[config.mk]
export PLATFORM = sky130hd
export DESIGN_NAME = octant_line_rasterizer_top_flat
export DESIGN_NICKNAME = d
export VERILOG_FILES = /design/src/hw/rtl/olr_pkg.sv /design/src/hw/rtl/olr_req_if.sv /design/src/hw/rtl/olr_rsp_if.sv /design/src/hw/rtl/olr_ctrl.sv /design/src/hw/rtl/olr_datapath.sv /design/src/hw/rtl/octant_line_rasterizer_top.sv /design/src/flat_wrapper.sv
export VERILOG_INCLUDE_DIRS = /design/src /design/src/hw/rtl
export SDC_FILE = /design/constraint.sdc
export NUM_CORES = 2
export LEC_CHECK = 0
export BUFFER_PORTS_ARGS = -buffer_cell sky130_fd_sc_hd__buf_4
export CELL_PAD_IN_SITES_DETAIL_PLACEMENT = 0
export CELL_PAD_IN_SITES_GLOBAL_PLACEMENT = 2
export CORE_MARGIN = 4
export CORE_UTILIZATION = 31
export CTS_CLUSTER_DIAMETER = 120
export DETAILED_ROUTE_END_ITERATION = 8
export GPL_TIMING_DRIVEN = 0
export PLACE_DENSITY_LB_ADDON = 0.15
export SLEW_MARGIN = 30
export SYNTH_ARGS = -nofsm -noshare
export SYNTH_HDL_FRONTEND = slang
export SYNTH_HIERARCHICAL = 1
export SYNTH_SLANG_ARGS = --single-unit
[constraint.sdc]
create_clock -name clock -period 17.6 [get_ports clock]
set_input_delay 3.52 -clock clock [delete_from_list [all_inputs] [get_ports clock]]
set_output_delay 3.52 -clock clock [all_outputs]
set_load 0.02 [all_outputs]
[src/hw/rtl/octant_line_rasterizer_top_assert.svh]
// assertion macros for the octant line rasterizer
// expects signals named clock and reset in the module that uses them
`ifndef OCTANT_LINE_RASTERIZER_TOP_ASSERT_SVH
`define OCTANT_LINE_RASTERIZER_TOP_ASSERT_SVH

// same-cycle implication
`define OLR_ASSERT_NOW(name, ante, cons, msg) \
   name: assert property (@(posedge clock) disable iff (reset) (ante) |-> (cons)) \
      else $error(msg);

// next-cycle implication
`define OLR_ASSERT_NEXT(name, ante, cons, msg) \
   name: assert property (@(posedge clock) disable iff (reset) (ante) |=> (cons)) \
      else $error(msg);

`endif

[src/hw/rtl/olr_pkg.sv]
// shared types and constants of the octant line rasterizer
// no dependencies
package olr_pkg;

   localparam int COORD_FRAC_BITS = 8;
   localparam int SLOPE_FRAC_BITS = 16;

   localparam int IN_W       = 21;
   localparam int ZOOM_W     = 16;
   localparam int MARGIN_W   = 13;
   localparam int WIN_W      = 12;
   localparam int COLOR_W    = 32;
   localparam int STRIDE_W   = 16;
   localparam int BPP_W      = 6;
   localparam int OFFSET_W   = 28;
   localparam int CSR_IDX_W  = 3;
   localparam int CSR_DATA_W = 32;

   // scaled coordinates, deltas, magnitudes, stepping positions
   localparam int PROD_W  = IN_W + ZOOM_W + 1;
   localparam int COORD_W = PROD_W - COORD_FRAC_BITS;
   localparam int DELTA_W = COORD_W + 1;
   localparam int MAG_W   = DELTA_W;
   localparam int POS_W   = 32;
   localparam int SLOPE_W = SLOPE_FRAC_BITS + 2;

   // magnitude quotient bits below the saturation limit
   localparam int QUOT_W    = SLOPE_W - 1;
   localparam int CNT_W     = 5;
   localparam logic [CNT_W-1:0] SCALE_LAST = CNT_W'(4);
   localparam logic [CNT_W-1:0] DIV_LAST   = CNT_W'(QUOT_W - 1);

   localparam logic signed [SLOPE_W-1:0] SLOPE_MAX  = {1'b0, {(SLOPE_W-1){1'b1}}};
   localparam logic signed [SLOPE_W-1:0] SLOPE_MIN  = {1'b1, {(SLOPE_W-1){1'b0}}};
   localparam logic signed [SLOPE_W-1:0] SLOPE_HALF = SLOPE_W'(1) << (SLOPE_FRAC_BITS - 1);
   localparam logic signed [SLOPE_W-1:0] SLOPE_ONE  = SLOPE_W'(1) << SLOPE_FRAC_BITS;
   localparam logic signed [POS_W-1:0]   PIX_ONE    = POS_W'(1) << COORD_FRAC_BITS;

   localparam logic [ZOOM_W-1:0]   ZOOM_RST   = ZOOM_W'(256);
   localparam logic [WIN_W-1:0]    WIDTH_RST  = WIN_W'(1920);
   localparam logic [WIN_W-1:0]    HEIGHT_RST = WIN_W'(1080);
   localparam logic [COLOR_W-1:0]  COLOR_RST  = COLOR_W'(32'h00FF_FFFF);
   localparam logic [STRIDE_W-1:0] STRIDE_RST = STRIDE_W'(7680);
   localparam logic [BPP_W-1:0]    BPP_RST    = BPP_W'(32);

   typedef enum logic {
      OP_LOAD = 1'b0,
      OP_TICK = 1'b1
   } opcode_type;

   typedef enum logic [1:0] {
      OCT_SHALLOW_RISE = 2'd0,
      OCT_STEEP_RISE   = 2'd1,
      OCT_STEEP_FALL   = 2'd2,
      OCT_SHALLOW_FALL = 2'd3
   } octant_type;

   typedef enum logic [CSR_IDX_W-1:0] {
      CSR_ZOOM     = 3'd0,
      CSR_MARGIN_X = 3'd1,
      CSR_MARGIN_Y = 3'd2,
      CSR_WIDTH    = 3'd3,
      CSR_HEIGHT   = 3'd4,
      CSR_COLOR    = 3'd5,
      CSR_STRIDE   = 3'd6,
      CSR_BPP      = 3'd7
   } csr_index_type;

   typedef enum logic [4:0] {
      ST_IDLE   = 5'b00001,
      ST_SCALE  = 5'b00010,
      ST_SETUP  = 5'b00100,
      ST_DIVIDE = 5'b01000,
      ST_FINISH = 5'b10000
   } olr_state_type;

   typedef struct packed {
      logic load;       // latch endpoints and octant
      logic tick;       // step the active segment
      logic scale_mul;  // multiply next endpoint coordinate by zoom
      logic scale_acc;  // add margin to the last product
      logic acc_y;      // last product was a y coordinate
      logic setup;      // pick axes, form deltas
      logic div_step;   // one quotient bit
      logic div_first;  // first quotient bit
      logic finish;     // write slope, arm segment
   } olr_cmd_type;

   typedef struct packed {
      logic rsp_full;
   } olr_status_type;

endpackage

[src/hw/rtl/olr_req_if.sv]
// request channel of the octant line rasterizer: load or tick items
// depends on olr_pkg
interface olr_req_if import olr_pkg::*; ();
   logic                    valid;
   logic                    ready;
   logic                    opcode;
   logic [1:0]              octant;
   logic signed [IN_W-1:0]  start_x;
   logic signed [IN_W-1:0]  start_y;
   logic signed [IN_W-1:0]  end_x;
   logic signed [IN_W-1:0]  end_y;

   modport source (output valid, opcode, octant, start_x, start_y, end_x, end_y,
                   input ready);
   modport sink   (input valid, opcode, octant, start_x, start_y, end_x, end_y,
                   output ready);
endinterface

[src/hw/rtl/olr_rsp_if.sv]
// response channel of the octant line rasterizer: one pixel per tick on an active segment
// depends on olr_pkg
interface olr_rsp_if import olr_pkg::*; ();
   logic                valid;
   logic                ready;
   logic                pixel_write;
   logic [OFFSET_W-1:0] pixel_offset;
   logic [COLOR_W-1:0]  pixel_color;
   logic                finished;

   modport source (output valid, pixel_write, pixel_offset, pixel_color, finished,
                   input ready);
   modport sink   (input valid, pixel_write, pixel_offset, pixel_color, finished,
                   output ready);
endinterface

[src/hw/rtl/olr_ctrl.sv]
// sequencer of the octant line rasterizer: load sequence and tick handshake
// depends on olr_pkg
module olr_ctrl import olr_pkg::*; (
   input  logic           clock,
   input  logic           reset,
   input  logic           req_valid,
   input  logic           req_opcode,
   input  logic           rsp_ready,
   input  olr_status_type status,
   output logic           req_ready,
   output olr_cmd_type    cmd
);

   olr_state_type    state_ff, state_in;
   logic [CNT_W-1:0] cnt_ff, cnt_in;
   logic             req_transfer;

   // output slot frees up in the same cycle it is taken
   assign req_ready    = (state_ff == ST_IDLE) && (!status.rsp_full || rsp_ready);
   assign req_transfer = req_valid && req_ready;

   always_comb begin
      state_in = state_ff;
      cnt_in   = cnt_ff;
      cmd      = '0;
      unique case (state_ff)
         ST_IDLE: begin
            if (req_transfer) begin
               if (opcode_type'(req_opcode) == OP_LOAD) begin
                  cmd.load = 1'b1;
                  state_in = ST_SCALE;
                  cnt_in   = '0;
               end else begin
                  cmd.tick = 1'b1;
               end
            end
         end
         ST_SCALE: begin
            // each accumulate adds the product registered by the multiply before it, so the two overlap
            cmd.scale_mul = (cnt_ff != SCALE_LAST);
            cmd.scale_acc = (cnt_ff != '0);
            cmd.acc_y     = ~cnt_ff[0];
            if (cnt_ff == SCALE_LAST) begin
               state_in = ST_SETUP;
               cnt_in   = '0;
            end else begin
               cnt_in = cnt_ff + CNT_W'(1);
            end
         end
         ST_SETUP: begin
            cmd.setup = 1'b1;
            state_in  = ST_DIVIDE;
            cnt_in    = '0;
         end
         ST_DIVIDE: begin
            cmd.div_step  = 1'b1;
            cmd.div_first = (cnt_ff == '0);
            if (cnt_ff == DIV_LAST) begin
               state_in = ST_FINISH;
            end else begin
               cnt_in = cnt_ff + CNT_W'(1);
            end
         end
         ST_FINISH: begin
            cmd.finish = 1'b1;
            state_in   = ST_IDLE;
         end
         default: begin
            state_in = ST_IDLE;
         end
      endcase
   end

   always_ff @(posedge clock) begin
      if (reset) begin
         state_ff <= ST_IDLE;
         cnt_ff   <= '0;
      end else begin
         state_ff <= state_in;
         cnt_ff   <= cnt_in;
      end
   end

endmodule

[src/hw/rtl/olr_datapath.sv]
// datapath of the octant line rasterizer: registers, scaling, slope divider, stepping
// depends on olr_pkg and octant_line_rasterizer_top_assert.svh
module olr_datapath import olr_pkg::*; (
   input  logic                    clock,
   input  logic                    reset,
   input  logic                    csr_we,
   input  logic [CSR_IDX_W-1:0]    csr_index,
   input  logic [CSR_DATA_W-1:0]   csr_wdata,
   input  logic [1:0]              req_octant,
   input  logic signed [IN_W-1:0]  req_start_x,
   input  logic signed [IN_W-1:0]  req_start_y,
   input  logic signed [IN_W-1:0]  req_end_x,
   input  logic signed [IN_W-1:0]  req_end_y,
   input  logic                    rsp_ready,
   input  olr_cmd_type             cmd,
   output olr_status_type          status,
   output logic                    rsp_valid,
   output logic                    rsp_pixel_write,
   output logic [OFFSET_W-1:0]     rsp_pixel_offset,
   output logic [COLOR_W-1:0]      rsp_pixel_color,
   output logic                    rsp_finished
);

   function automatic logic seg_going(input octant_type oct,
                                      input logic signed [POS_W-1:0] pos,
                                      input logic signed [POS_W-1:0] pos_end);
      return (oct == OCT_STEEP_FALL) ? (pos >= pos_end) : (pos <= pos_end);
   endfunction

   // configuration
   logic [ZOOM_W-1:0]          zoom_ff;
   logic signed [MARGIN_W-1:0] margin_x_ff, margin_y_ff;
   logic [WIN_W-1:0]           win_w_ff, win_h_ff;
   logic [COLOR_W-1:0]         color_ff;
   logic [STRIDE_W-1:0]        stride_ff;
   logic [BPP_W-1:0]           bpp_ff;

   // load sequence
   logic signed [IN_W-1:0]    coord_ff [4];
   logic signed [PROD_W-1:0]  prod_ff;
   logic signed [COORD_W-1:0] scaled_ff [4];
   logic signed [COORD_W-1:0] scaled_in;
   logic signed [MARGIN_W-1:0] margin_sel;
   logic signed [COORD_W-1:0] margin_ext;

   // setup and divide
   logic signed [DELTA_W-1:0] x1, y1, x2, y2, num, den;
   logic signed [DELTA_W-1:0] major_start, minor_start, major_stop;
   logic [MAG_W-1:0]          num_mag, den_mag;
   logic [MAG_W-1:0]          den_mag_ff, rem_ff;
   logic [QUOT_W-1:0]         quot_ff;
   logic                      num_lsb_ff, neg_ff, den_zero_ff, ovf_ff;
   logic [MAG_W:0]            rem_shift;
   logic                      rem_ge;
   logic signed [SLOPE_W-1:0] slope_in;

   // segment state
   octant_type                oct_ff;
   logic signed [POS_W-1:0]   major_pos_ff, minor_pos_ff, major_end_ff;
   logic signed [SLOPE_W-1:0] err_ff, slope_ff;
   logic                      active_ff;

   // tick
   logic                         x_major;
   logic signed [POS_W-1:0]      px, py, win_x_lim, win_y_lim;
   logic                         in_window;
   logic [WIN_W-1:0]             xi, yi;
   logic [WIN_W+STRIDE_W-1:0]    row_off;
   logic [WIN_W+BPP_W-4:0]       col_off;
   logic [OFFSET_W-1:0]          pix_off;
   logic signed [SLOPE_W:0]      err_sum;
   logic signed [SLOPE_W-1:0]    err_sat, err_next;
   logic                         minor_step;
   logic signed [POS_W-1:0]      minor_next, major_next;
   logic                         going_next;
   logic                         emit;
   logic                         rsp_valid_ff;

   // ---------------- configuration registers
   always_ff @(posedge clock) begin
      if (reset) begin
         zoom_ff     <= ZOOM_RST;
         margin_x_ff <= '0;
         margin_y_ff <= '0;
         win_w_ff    <= WIDTH_RST;
         win_h_ff    <= HEIGHT_RST;
         color_ff    <= COLOR_RST;
         stride_ff   <= STRIDE_RST;
         bpp_ff      <= BPP_RST;
      end else if (csr_we) begin
         unique case (csr_index_type'(csr_index))
            CSR_ZOOM:     zoom_ff     <= csr_wdata[ZOOM_W-1:0];
            CSR_MARGIN_X: margin_x_ff <= csr_wdata[MARGIN_W-1:0];
            CSR_MARGIN_Y: margin_y_ff <= csr_wdata[MARGIN_W-1:0];
            CSR_WIDTH:    win_w_ff    <= csr_wdata[WIN_W-1:0];
            CSR_HEIGHT:   win_h_ff    <= csr_wdata[WIN_W-1:0];
            CSR_COLOR:    color_ff    <= csr_wdata[COLOR_W-1:0];
            CSR_STRIDE:   stride_ff   <= csr_wdata[STRIDE_W-1:0];
            CSR_BPP:      bpp_ff      <= csr_wdata[BPP_W-1:0];
            default: ;
         endcase
      end
   end

   // ---------------- endpoint scaling, one coordinate per cycle
   assign margin_sel = cmd.acc_y ? margin_y_ff : margin_x_ff;
   assign margin_ext = {{(COORD_W-MARGIN_W-COORD_FRAC_BITS){margin_sel[MARGIN_W-1]}},
                        margin_sel, {COORD_FRAC_BITS{1'b0}}};
   // arithmetic shift of the product is floor division by 256
   assign scaled_in  = prod_ff[COORD_FRAC_BITS +: COORD_W] + margin_ext;

   always_ff @(posedge clock) begin
      if (cmd.load) begin
         oct_ff      <= octant_type'(req_octant);
         coord_ff[0] <= req_start_x;
         coord_ff[1] <= req_start_y;
         coord_ff[2] <= req_end_x;
         coord_ff[3] <= req_end_y;
      end else if (cmd.scale_mul) begin
         coord_ff[0] <= coord_ff[1];
         coord_ff[1] <= coord_ff[2];
         coord_ff[2] <= coord_ff[3];
         coord_ff[3] <= coord_ff[0];
      end
      if (cmd.scale_mul) begin
         prod_ff <= coord_ff[0] * $signed({1'b0, zoom_ff});
      end
      if (cmd.scale_acc) begin
         scaled_ff[0] <= scaled_ff[1];
         scaled_ff[1] <= scaled_ff[2];
         scaled_ff[2] <= scaled_ff[3];
         scaled_ff[3] <= scaled_in;
      end
   end

   // ---------------- axis selection and deltas
   assign x1 = DELTA_W'(scaled_ff[0]);
   assign y1 = DELTA_W'(scaled_ff[1]);
   assign x2 = DELTA_W'(scaled_ff[2]);
   assign y2 = DELTA_W'(scaled_ff[3]);

   always_comb begin
      case (oct_ff)
         OCT_SHALLOW_RISE: begin
            num = y2 - y1; den = x2 - x1;
            major_start = x1; minor_start = y1; major_stop = x2;
         end
         OCT_STEEP_RISE: begin
            num = x2 - x1; den = y2 - y1;
            major_start = y1; minor_start = x1; major_stop = y2;
         end
         OCT_STEEP_FALL: begin
            num = x2 - x1; den = y1 - y2;
            major_start = y1; minor_start = x1; major_stop = y2;
         end
         default: begin
            num = y1 - y2; den = x2 - x1;
            major_start = x1; minor_start = y1; major_stop = x2;
         end
      endcase
   end

   assign num_mag = num[DELTA_W-1] ? MAG_W'(-num) : MAG_W'(num);
   assign den_mag = den[DELTA_W-1] ? MAG_W'(-den) : MAG_W'(den);

   // ---------------- restoring divider on magnitudes, one quotient bit per cycle
   // remainder starts at num_mag/2, the low bit of num_mag enters on the first step
   assign rem_shift = {rem_ff, cmd.div_first ? num_lsb_ff : 1'b0};
   assign rem_ge    = rem_shift >= {1'b0, den_mag_ff};

   always_ff @(posedge clock) begin
      if (cmd.setup) begin
         den_mag_ff   <= den_mag;
         rem_ff       <= num_mag >> 1;
         num_lsb_ff   <= num_mag[0];
         quot_ff      <= '0;
         neg_ff       <= num[DELTA_W-1] ^ den[DELTA_W-1];
         den_zero_ff  <= (den == '0);
         // quotient would reach the saturation limit
         ovf_ff       <= {1'b0, num_mag} >= {den_mag, 1'b0};
      end else if (cmd.div_step) begin
         rem_ff  <= rem_ge ? MAG_W'(rem_shift - {1'b0, den_mag_ff}) : MAG_W'(rem_shift);
         quot_ff <= {quot_ff[QUOT_W-2:0], rem_ge};
      end
   end

   always_comb begin
      if (den_zero_ff) begin
         slope_in = '0;
      end else if (ovf_ff) begin
         slope_in = neg_ff ? SLOPE_MIN : SLOPE_MAX;
      end else if (neg_ff) begin
         slope_in = -$signed({1'b0, quot_ff});
      end else begin
         slope_in = $signed({1'b0, quot_ff});
      end
   end

   // ---------------- tick: emit current point, then step
   assign x_major   = (oct_ff == OCT_SHALLOW_RISE) || (oct_ff == OCT_SHALLOW_FALL);
   assign px        = x_major ? major_pos_ff : minor_pos_ff;
   assign py        = x_major ? minor_pos_ff : major_pos_ff;
   assign win_x_lim = $signed({{(POS_W-WIN_W-COORD_FRAC_BITS){1'b0}}, win_w_ff,
                               {COORD_FRAC_BITS{1'b0}}});
   assign win_y_lim = $signed({{(POS_W-WIN_W-COORD_FRAC_BITS){1'b0}}, win_h_ff,
                               {COORD_FRAC_BITS{1'b0}}});
   assign in_window = !px[POS_W-1] && !py[POS_W-1] && (px <= win_x_lim) && (py <= win_y_lim);

   assign xi      = px[COORD_FRAC_BITS +: WIN_W];
   assign yi      = py[COORD_FRAC_BITS +: WIN_W];
   assign row_off = yi * stride_ff;
   // byte step is bits_per_pixel / 8
   assign col_off = xi * bpp_ff[BPP_W-1:3];
   assign pix_off = OFFSET_W'(row_off) + OFFSET_W'(col_off);

   assign err_sum = {err_ff[SLOPE_W-1], err_ff} + {slope_ff[SLOPE_W-1], slope_ff};
   always_comb begin
      if (err_sum[SLOPE_W] != err_sum[SLOPE_W-1]) begin
         err_sat = err_sum[SLOPE_W] ? SLOPE_MIN : SLOPE_MAX;
      end else begin
         err_sat = err_sum[SLOPE_W-1:0];
      end
   end

   assign minor_step = err_sat >= SLOPE_HALF;
   assign err_next   = minor_step ? err_sat - SLOPE_ONE : err_sat;
   assign minor_next = !minor_step ? minor_pos_ff :
                       (oct_ff == OCT_SHALLOW_FALL) ? minor_pos_ff - PIX_ONE
                                                    : minor_pos_ff + PIX_ONE;
   assign major_next = (oct_ff == OCT_STEEP_FALL) ? major_pos_ff - PIX_ONE
                                                  : major_pos_ff + PIX_ONE;
   assign going_next = seg_going(oct_ff, major_next, major_end_ff);
   assign emit       = cmd.tick && active_ff;

   // ---------------- segment state
   always_ff @(posedge clock) begin
      if (reset) begin
         active_ff <= 1'b0;
      end else if (cmd.finish) begin
         active_ff <= seg_going(oct_ff, major_pos_ff, major_end_ff);
      end else if (emit) begin
         active_ff <= going_next;
      end
   end

   always_ff @(posedge clock) begin
      if (cmd.setup) begin
         major_pos_ff <= POS_W'(major_start);
         minor_pos_ff <= POS_W'(minor_start);
         major_end_ff <= POS_W'(major_stop);
      end else if (emit) begin
         major_pos_ff <= major_next;
         minor_pos_ff <= minor_next;
      end
      if (cmd.finish) begin
         slope_ff <= slope_in;
         err_ff   <= '0;
      end else if (emit) begin
         err_ff <= err_next;
      end
   end

   // ---------------- output register
   always_ff @(posedge clock) begin
      if (reset) begin
         rsp_valid_ff <= 1'b0;
      end else if (emit) begin
         rsp_valid_ff <= 1'b1;
      end else if (rsp_ready) begin
         rsp_valid_ff <= 1'b0;
      end
   end

   always_ff @(posedge clock) begin
      if (emit) begin
         rsp_pixel_write  <= in_window;
         rsp_pixel_offset <= in_window ? pix_off : '0;
         rsp_pixel_color  <= in_window ? color_ff : '0;
         rsp_finished     <= !going_next;
      end
   end

   assign rsp_valid       = rsp_valid_ff;
   assign status.rsp_full = rsp_valid_ff;

   `include "octant_line_rasterizer_top_assert.svh"

   `OLR_ASSERT_NOW(a_clip_zero, rsp_valid_ff && !rsp_pixel_write,
                   rsp_pixel_offset == '0 && rsp_pixel_color == '0,
                   "clipped pixel carries nonzero offset or color")
   `OLR_ASSERT_NOW(a_rem_below_div, cmd.div_step && !den_zero_ff && !ovf_ff,
                   rem_ff < den_mag_ff, "divider remainder not below divisor")
   `OLR_ASSERT_NEXT(a_err_cleared, cmd.finish, err_ff == '0,
                    "error term not cleared on segment load")

endmodule

[src/hw/rtl/octant_line_rasterizer_top.sv]
// octant line rasterizer: from the transfer of a load until the next item is taken, the block
// runs 4 zoom multiplies plus margin adds, setup, the 17-bit quotient loop and finish
// a tick's pixel, if its segment is active, appears in the output register the cycle after,
// and ticks sustain one per cycle while the result side keeps taking
// synchronous active-high reset: config to defaults, no segment, output empty
// depends on olr_pkg, olr_req_if, olr_rsp_if, olr_ctrl, olr_datapath
module octant_line_rasterizer_top import olr_pkg::*; (
   input  logic                  clock,
   input  logic                  reset,
   olr_req_if.sink               req_if,
   olr_rsp_if.source             rsp_if,
   input  logic                  csr_we,
   input  logic [CSR_IDX_W-1:0]  csr_index,
   input  logic [CSR_DATA_W-1:0] csr_wdata
);

   olr_cmd_type    cmd;
   olr_status_type status;

   olr_ctrl u_ctrl (
      .clock      (clock),
      .reset      (reset),
      .req_valid  (req_if.valid),
      .req_opcode (req_if.opcode),
      .rsp_ready  (rsp_if.ready),
      .status     (status),
      .req_ready  (req_if.ready),
      .cmd        (cmd)
   );

   olr_datapath u_datapath (
      .clock            (clock),
      .reset            (reset),
      .csr_we           (csr_we),
      .csr_index        (csr_index),
      .csr_wdata        (csr_wdata),
      .req_octant       (req_if.octant),
      .req_start_x      (req_if.start_x),
      .req_start_y      (req_if.start_y),
      .req_end_x        (req_if.end_x),
      .req_end_y        (req_if.end_y),
      .rsp_ready        (rsp_if.ready),
      .cmd              (cmd),
      .status           (status),
      .rsp_valid        (rsp_if.valid),
      .rsp_pixel_write  (rsp_if.pixel_write),
      .rsp_pixel_offset (rsp_if.pixel_offset),
      .rsp_pixel_color  (rsp_if.pixel_color),
      .rsp_finished     (rsp_if.finished)
   );

endmodule

[src/flat_wrapper.sv]
// flat-port wrapper written by rule: the top's interface ports become plain ports
module octant_line_rasterizer_top_flat import olr_pkg::*;
  (clock, reset, csr_we, csr_index, csr_wdata, req_if_valid, req_if_opcode, req_if_octant, req_if_start_x, req_if_start_y, req_if_end_x, req_if_end_y, req_if_ready, rsp_if_valid, rsp_if_pixel_write, rsp_if_pixel_offset, rsp_if_pixel_color, rsp_if_finished, rsp_if_ready);
  olr_req_if req_if_i ();
  olr_rsp_if rsp_if_i ();
  input  logic clock;
  input  logic reset;
  input  logic csr_we;
  input  logic [CSR_IDX_W-1:0] csr_index;
  input  logic [CSR_DATA_W-1:0] csr_wdata;
  input wire logic [$bits(req_if_i.valid)-1:0] req_if_valid;
  input wire logic [$bits(req_if_i.opcode)-1:0] req_if_opcode;
  input wire logic [$bits(req_if_i.octant)-1:0] req_if_octant;
  input wire logic [$bits(req_if_i.start_x)-1:0] req_if_start_x;
  input wire logic [$bits(req_if_i.start_y)-1:0] req_if_start_y;
  input wire logic [$bits(req_if_i.end_x)-1:0] req_if_end_x;
  input wire logic [$bits(req_if_i.end_y)-1:0] req_if_end_y;
  output wire logic [$bits(req_if_i.ready)-1:0] req_if_ready;
  output wire logic [$bits(rsp_if_i.valid)-1:0] rsp_if_valid;
  output wire logic [$bits(rsp_if_i.pixel_write)-1:0] rsp_if_pixel_write;
  output wire logic [$bits(rsp_if_i.pixel_offset)-1:0] rsp_if_pixel_offset;
  output wire logic [$bits(rsp_if_i.pixel_color)-1:0] rsp_if_pixel_color;
  output wire logic [$bits(rsp_if_i.finished)-1:0] rsp_if_finished;
  input wire logic [$bits(rsp_if_i.ready)-1:0] rsp_if_ready;
  assign req_if_i.valid = req_if_valid;
  assign req_if_i.opcode = req_if_opcode;
  assign req_if_i.octant = req_if_octant;
  assign req_if_i.start_x = req_if_start_x;
  assign req_if_i.start_y = req_if_start_y;
  assign req_if_i.end_x = req_if_end_x;
  assign req_if_i.end_y = req_if_end_y;
  assign req_if_ready = req_if_i.ready;
  assign rsp_if_valid = rsp_if_i.valid;
  assign rsp_if_pixel_write = rsp_if_i.pixel_write;
  assign rsp_if_pixel_offset = rsp_if_i.pixel_offset;
  assign rsp_if_pixel_color = rsp_if_i.pixel_color;
  assign rsp_if_finished = rsp_if_i.finished;
  assign rsp_if_i.ready = rsp_if_ready;
  octant_line_rasterizer_top u_core (.clock(clock), .reset(reset), .req_if(req_if_i), .rsp_if(rsp_if_i), .csr_we(csr_we), .csr_index(csr_index), .csr_wdata(csr_wdata));
endmodule
# --- Yosys cells after proc, flatten, opt, wreduce, memory -nomap -nowiden ---
# Memory sizes are Yosys's and may differ from the RTL's.
# Index checks and enable logic that the tools add are counted.
# W data, S select, Z words.
word_totals:
  mem_count: 2
  ram_bits: 204
  ff_bits: 448
op_classes:
  n_mul: 3
  n_addsub: 16
  reduce_logical: 35
  n_bitwise: 6
  muxes: 62
  n_lt_le_gt_ge: 9
  n_eq_ne: 24
mem_list:
  columns: ["name", "words", "word_bits", "read_ports", "rd_ports_with_merged_regs", "wr", "line", "rtl"]
  rows:
  - ["u_core.u_datapath.scaled_ff", 4, 30, 4, 0, 4, "olr_datapath.sv:41", "logic signed [COORD_W-1:0] scaled_ff [4];"]
  - ["u_core.u_datapath.coord_ff", 4, 21, 4, 0, 4, "olr_datapath.sv:39", "logic signed [IN_W-1:0] coord_ff [4];"]
op_table:
  columns: ["operator", "n"]
  rows:
  - ["$mux W32", 9]
  - ["$mux W31", 6]
  - ["$pmux W31 S2", 2]
  - ["$mux W18", 6]
  - ["$ge A32 B31 Y1", 3]
  - ["$sub A30 B30 Y31", 3]
  - ["$mux W21", 4]
  - ["$add A32 B10 Y32 const B", 2]
  - ["$le A32 B21 Y1", 2]
  - ["$le A32 B31 Y1", 2]
  - ["$sub A32 B10 Y32 const B", 2]
  - ["$neg A31 Y31", 2]
  - ["$mux W30", 2]
  - ["$mux W5", 8]
  - ["$pmux W5 S4", 2]
  - ["$mul A21 B17 Y38", 1]
  - ["$ge A31 B32 Y1", 1]
  - ["$logic_not A31 Y1", 1]
  - ["$sub A31 B31 Y31", 1]
  - ["$add A30 B30 Y30", 1]
  - ["$add A28 B15 Y28", 1]
  - ["$mul A12 B16 Y28", 1]
  - ["$add A18 B18 Y19", 1]
  - ["$ge A18 B17 Y1 const B", 1]
  - ["other kinds (36)", 91]

# --- Longest topological paths before layout ---
depth:
  ltp_word: 9
  ltp_mapped: 34

# --- By module ---
# The synthesis kept the hierarchy.
by_module_without_submodules:
  columns: ["module", "n_inst", "area_each_um2", "seq_area_each_um2", "cells_each"]
  rows:
  - ["olr_datapath", 1, 60306.6, 17366.7, 6424]
  - ["olr_ctrl", 1, 655.6, 200.2, 78]

# --- Worst setup path after synthesis ---
# OpenSTA, ideal clock, no wires.
synth_path:
  kind: "register to register"
  from: "register u_core.u_datapath.oct_ff[0]"
  to: "register u_core.u_datapath.rsp_pixel_offset[26], data pin"
  period_less_slack_ns: 8.716
  arrival_time_ns: 8.450
  n_path_buf: 6
  stages_incl_launch_ff: 34
  required_ns: 17.334
  setup_slack_ns: 8.884
  path_cell_list: "edfxtp_1 -> inv_1 -> ha_1 -> clkbuf_1 -> clkbuf_1 -> clkbuf_1 -> buf_1 -> clkbuf_1 -> o21ai_1 -> clkbuf_1 -> and2_1 -> fa_1 -> inv_1 -> fa_1 -> inv_1 -> fa_1 -> fa_1 -> fa_1 -> inv_1 -> fa_1 -> inv_1 -> ha_1 -> a21o_1 -> a21oi_1 -> o21ai_0 -> a21oi_1 -> nor3b_1 -> a21boi_0 -> o211ai_1 -> a211oi_1 -> o21bai_1 -> a311oi_1 -> xor2_1 -> nor2_1"
synth_via:
  elab_chain_cells: 7
synth_lines:
  columns: ["element", "line", "rtl"]
  rows:
  - ["from (decl)", "olr_datapath.sv:58", "octant_type oct_ff;"]
  - ["from (signal assigned)", "olr_datapath.sv:114", "oct_ff <= octant_type'(req_octant);"]
  - ["$eq A2 B2 Y1 or $logic_not A2 Y1 (tied branches)", "olr_datapath.sv:200", "assign x_major = (oct_ff == OCT_SHALLOW_RISE) || (oct_ff == OCT_SHALLOW_FALL);"]
  - ["$logic_or A1 B1 Y1 *", "olr_datapath.sv:200", null]
  - ["parallel branches: the longest is 5 deep, another holds $mul A12 B16 Y28", null, null]
  - ["to (signal assigned)", "olr_datapath.sv:277", "rsp_pixel_offset <= in_window ? pix_off : '0;"]
  - ["to (decl)", "olr_datapath.sv:19", "output logic [OFFSET_W-1:0] rsp_pixel_offset,"]
# Mark *: on every way between the ends.
# A chain may end at the register's enable or synchronous reset.

# --- Final worst setup path ---
# Same ends and word-level chain as after synthesis.

==> results.json <==
{
  "ctsHtreeMaxLevel": 3,
  "vias_per_cell": 4.91,
  "rows": 162,
  "holdWs_ps": 418,
  "path_clk_slew_ps": 60,
  "rrSetupSlack_ps": 6050,
  "synthToLayoutAreaGrowth_pct": 12.9,
  "hold_depth": 0,
  "vias": 46554,
  "drive_gt1_share_pct": 8.68,
  "ys_seq_elements": 640,
  "arrival_ps": 12000,
  "clock_skew_ps": 43.9,
  "ant_nets": 0,
  "wirelength_um": 203000,
  "cp_slowest_stage_delay_ps": 680,
  "ys_warn_count": 6,
  "hp-class": "reg -> reg",
  "grt_pass1_vias": 48644,
  "post_cts_resized": 0,
  "postCtsSetupBuffers": 0,
  "grt_pass1_wl_um": 310000,
  "status": "finished, final reports clean",
  "drt_iter0_drc": 2514,
  "setup_tns_ps": 0,
  "clock_sinks": 640,
  "syn_area_per_cell_sq_um": 9.38,
  "grt_usage_pct": 19.9,
  "finalHoldViolations": 0,
  "gp_congestion": 0.857,
  "leakagePower_nw": 29.8,
  "utilization_pct": 35.2,
  "post-dp-hpwl_um": 164000,
  "pin_count": 191,
  "drc": 0,
  "wire_per_inst_um": 21.4,
  "fillers": 20182,
  "pwr_density_cell_nw_per_um2": 67.2,
  "rsz0062_at_grt": "false",
  "rr_worst_depth": 32,
  "numPortBuffers": 186,
  "cts_buffer_depth": 3,
  "synth-edff-count": 475,
  "finalSetupViolations": 0,
  "synthFlopType": "edfxtp_1",
  "die_h_um": 451,
  "crit_fanout": 10,
  "slowest_stage": "clkbuf_1",
  "ir_worst_vdd_v": 0.0000696,
  "crit-reg2reg-launch": "u_core/u_datapath/oct_ff[0]$_DFFE_PP_",
  "chipWidth_um": 451,
  "area.sequential_sq_um": 17600,
  "yosysSeqAreaShare_pct": 28.8,
  "final_nets": 7938,
  "criticalPathCategory": "reg -> reg",
  "drt_pass1_iterations": 6,
  "grt_max_degree": 40,
  "ctsRootBufferMaster": "clkbuf_16",
  "async_reset_ff_share_pct": 0,
  "slew_headroom_pct": 32.7,
  "numCtsBuffers": 82,
  "grt_overflow_total": 0,
  "synthCells": 6502,
  "clk_latency_ps": 730,
  "min_period_ps": 11550,
  "holdCritStartpoint": "u_core/u_datapath/prod_ff[11]$_DFFE_PP_",
  "start_util_pct": 31.2,
  "reg2reg_to": "u_core/u_datapath/rsp_pixel_offset[26]$_SDFFCE_PN0P_",
  "slew_viol_final": 0,
  "finalPower_mw": 4.62,
  "hold_path_end": "u_core/u_datapath/scaled_ff[3][3]$_DFFE_PP_",
  "grt_antenna_before_repair": 6,
  "cts_tree": "yes",
  "path_common_cell": "fa_1",
  "fp.dieArea_sq_um": 204000,
  "critical_path.endpoint_type": "flop",
  "yosysUniqueCellTypes": 109,
  "cap_violations": 0,
  "fmax_ghz": 0.0866,
  "core_region_area_sq_um": 195000,
  "multi_input_area_sq_um": 38900,
  "crit_path_start_kind": "flop",
  "post-route-period-util_pct": 65.6,
  "cts_hold_buf": 0,
  "cp.required_ps": 18050,
  "synth.cell_area_sq_um": 61000,
  "tightest_slew_ps": 1010,
  "synthesis.nets": 7654
}
[power by group]
| group | internal [mW] | switching, mW | total (mW) | leakage, nW |
|---|---|---|---|---|
| clock | 1.03 | 0.736 | 1.76 | 1.35 |
| combinational | 0.480 | 0.705 | 1.18 | 22.9 |
| sequential | 1.65 | 0.0217 | 1.67 | 5.56 |
[kinds of logic (layout without fill, tap and decap cells)]
kind of cell | after synthesis | after routing | share of synthesized area, %
and+or+nand+nor | 1888 | 1888 | 14.9
AOI/OAI and AO/OA | 1211 | 1211 | 13.0
buffers and inverters | 1210 | 1561 | 7.49
adders and majority gates | 1025 | 1025 | 27.4
DFF | 640 | 640 | 28.8
xor gates and xnor gates | 281 | 281 | 4.04
muxes | 247 | 247 | 4.37
other | 0 | 4 | 0
[cell type report]
cell class                 instances  area share, %
timing repair buffer             200           2.49
inverter                         930           5.08
sequential                       640           25.5
tap                             2624           4.77
clock buffer                     102           3.18
antenna                            4         0.0145
buffer                           280           1.60
multi-input combinational       4652           56.5
clock inverter                    49          0.851
[synthesized netlist by cell type (19+ instances only)]
cell	count	area (sq um)
inv_1	929	3490
nand2_1	767	2880
fa_1	516	10300
ha_1	509	6370
edfxtp_1	475	14300
a21oi_1	387	1940
nor2_1	356	1340
and2_1	263	1650
clkbuf_1	241	905
o21ai_0	237	1190
xnor2_1	171	1500
dfxtp_1	165	3300
mux2_2	151	1700
xor2_1	110	963
mux2i_1	96	961
a21o_1	92	691
nor2b_1	86	538
nor3_1	75	375
o21a_1	72	541
nand4_1	54	338
nand2b_1	53	332
nand3_1	43	215
nand3b_1	43	323
a211oi_1	41	308
a31oi_1	33	206
a221oi_1	26	228
or3_1	26	163
o21bai_1	25	188
o31ai_1	25	188
buf_1	23	86.3
and3_1	22	138
a21boi_0	20	150
nor4_1	20	125
a221o_1	19	190
o22ai_1	19	119
or2_2	19	119
[cell usage in the layout, fill, tap and decap left out, drive strengths merged, types with 21 or more instances in the layout]
cell,instances
a211oi,42
a21boi,21
a21o,92
a21oi,390
a221oi,27
a31oi,33
and2,264
and3,22
buf,238
clkbuf,344
clkinv,30
dfxtp,165
edfxtp,475
fa,516
ha,509
inv,937
mux2,151
mux2i,96
nand2,769
nand2b,53
nand3,43
nand3b,43
nand4,54
nor2,358
nor2b,87
nor3,75
nor4,27
o21a,73
o21ai,249
o21bai,26
o31ai,26
or2,22
or3,30
xnor2,171
xor2,110
[through the flow]
step,cells,area (sq um),worst slack (ps)
after floorplan,6502,61000,8880
after global placement,9312,65600,4870
after detailed placement,9326,66000,5960
after CTS,9477,68800,5960
after global routing,9477,68800,5290
final,9481,68800,6050
[metal layers]
| layer | share of wire, % | global-route usage, % |
|---|---|---|
| met1 | 46 | 26.7 |
| met2 | 47 | 33.6 |
| met3 | 3.7 | 2.44 |
| met4 | 3.0 | 5.72 |
| met5 | 0 | 0 |
[sequential cells by signal, summed over array words and instances (netlist names), 2 cells and up]
signal / cells
u_core/u_datapath/zoom_ff: 16
u_core/u_datapath/oct_ff: 2
u_core/u_datapath/rsp_pixel_offset: 28
u_core/u_datapath/major_pos_ff: 32
u_core/u_datapath/coord_ff: 84
u_core/u_datapath/margin_y_ff: 13
u_core/u_datapath/minor_pos_ff: 32
u_core/u_datapath/margin_x_ff: 13
u_core/u_datapath/stride_ff: 16
u_core/u_datapath/err_ff: 18
u_core/u_datapath/slope_ff: 18
u_core/u_datapath/quot_ff: 17
u_core/u_datapath/scaled_ff: 120
u_core/u_datapath/den_mag_ff: 31
u_core/u_datapath/win_w_ff: 12
u_core/u_ctrl/cnt_ff: 5
u_core/u_datapath/win_h_ff: 12
u_core/u_datapath/color_ff: 32
u_core/u_datapath/bpp_ff: 3
u_core/u_datapath/prod_ff: 30
u_core/u_datapath/rsp_pixel_color: 32
u_core/u_ctrl/state_ff: 5
u_core/u_datapath/major_end_ff: 30
u_core/u_datapath/rem_ff: 31
[worst max-delay path, delay by kind of cell (launching register included)]
family / cells / cell delay, ps
XOR/XNOR: 1 / 210
adder cells (fa/ha/maj): 8 / 3720
multiplexers: 1 / 410
flip-flops: 1 / 380
AO/OA/AOI/OAI: 9 / 2390
buffers and inverters: 10 / 3660
AND/OR/NAND/NOR: 3 / 520
[worst max-delay path by stage]
stage	from	to	slack (ps)
after floorplan	u_core/u_datapath/oct_ff[0]$_DFFE_PP_	u_core/u_datapath/rsp_pixel_offset[26]$_SDFFCE_PN0P_	8880
after CTS	u_core/u_datapath/oct_ff[0]$_DFFE_PP_	u_core/u_datapath/rsp_pixel_offset[26]$_SDFFCE_PN0P_	5960
final	u_core/u_datapath/oct_ff[0]$_DFFE_PP_	u_core/u_datapath/rsp_pixel_offset[26]$_SDFFCE_PN0P_	6050
after global routing	u_core/u_datapath/oct_ff[1]$_DFFE_PP_	u_core/u_datapath/rsp_pixel_offset[26]$_SDFFCE_PN0P_	5290
after detailed placement	u_core/u_datapath/oct_ff[0]$_DFFE_PP_	u_core/u_datapath/rsp_pixel_offset[26]$_SDFFCE_PN0P_	5960
after global placement	u_core/u_datapath/oct_ff[0]$_DFFE_PP_	u_core/u_datapath/rsp_pixel_offset[26]$_SDFFCE_PN0P_	4870
(Power assumes the default switching activity.)
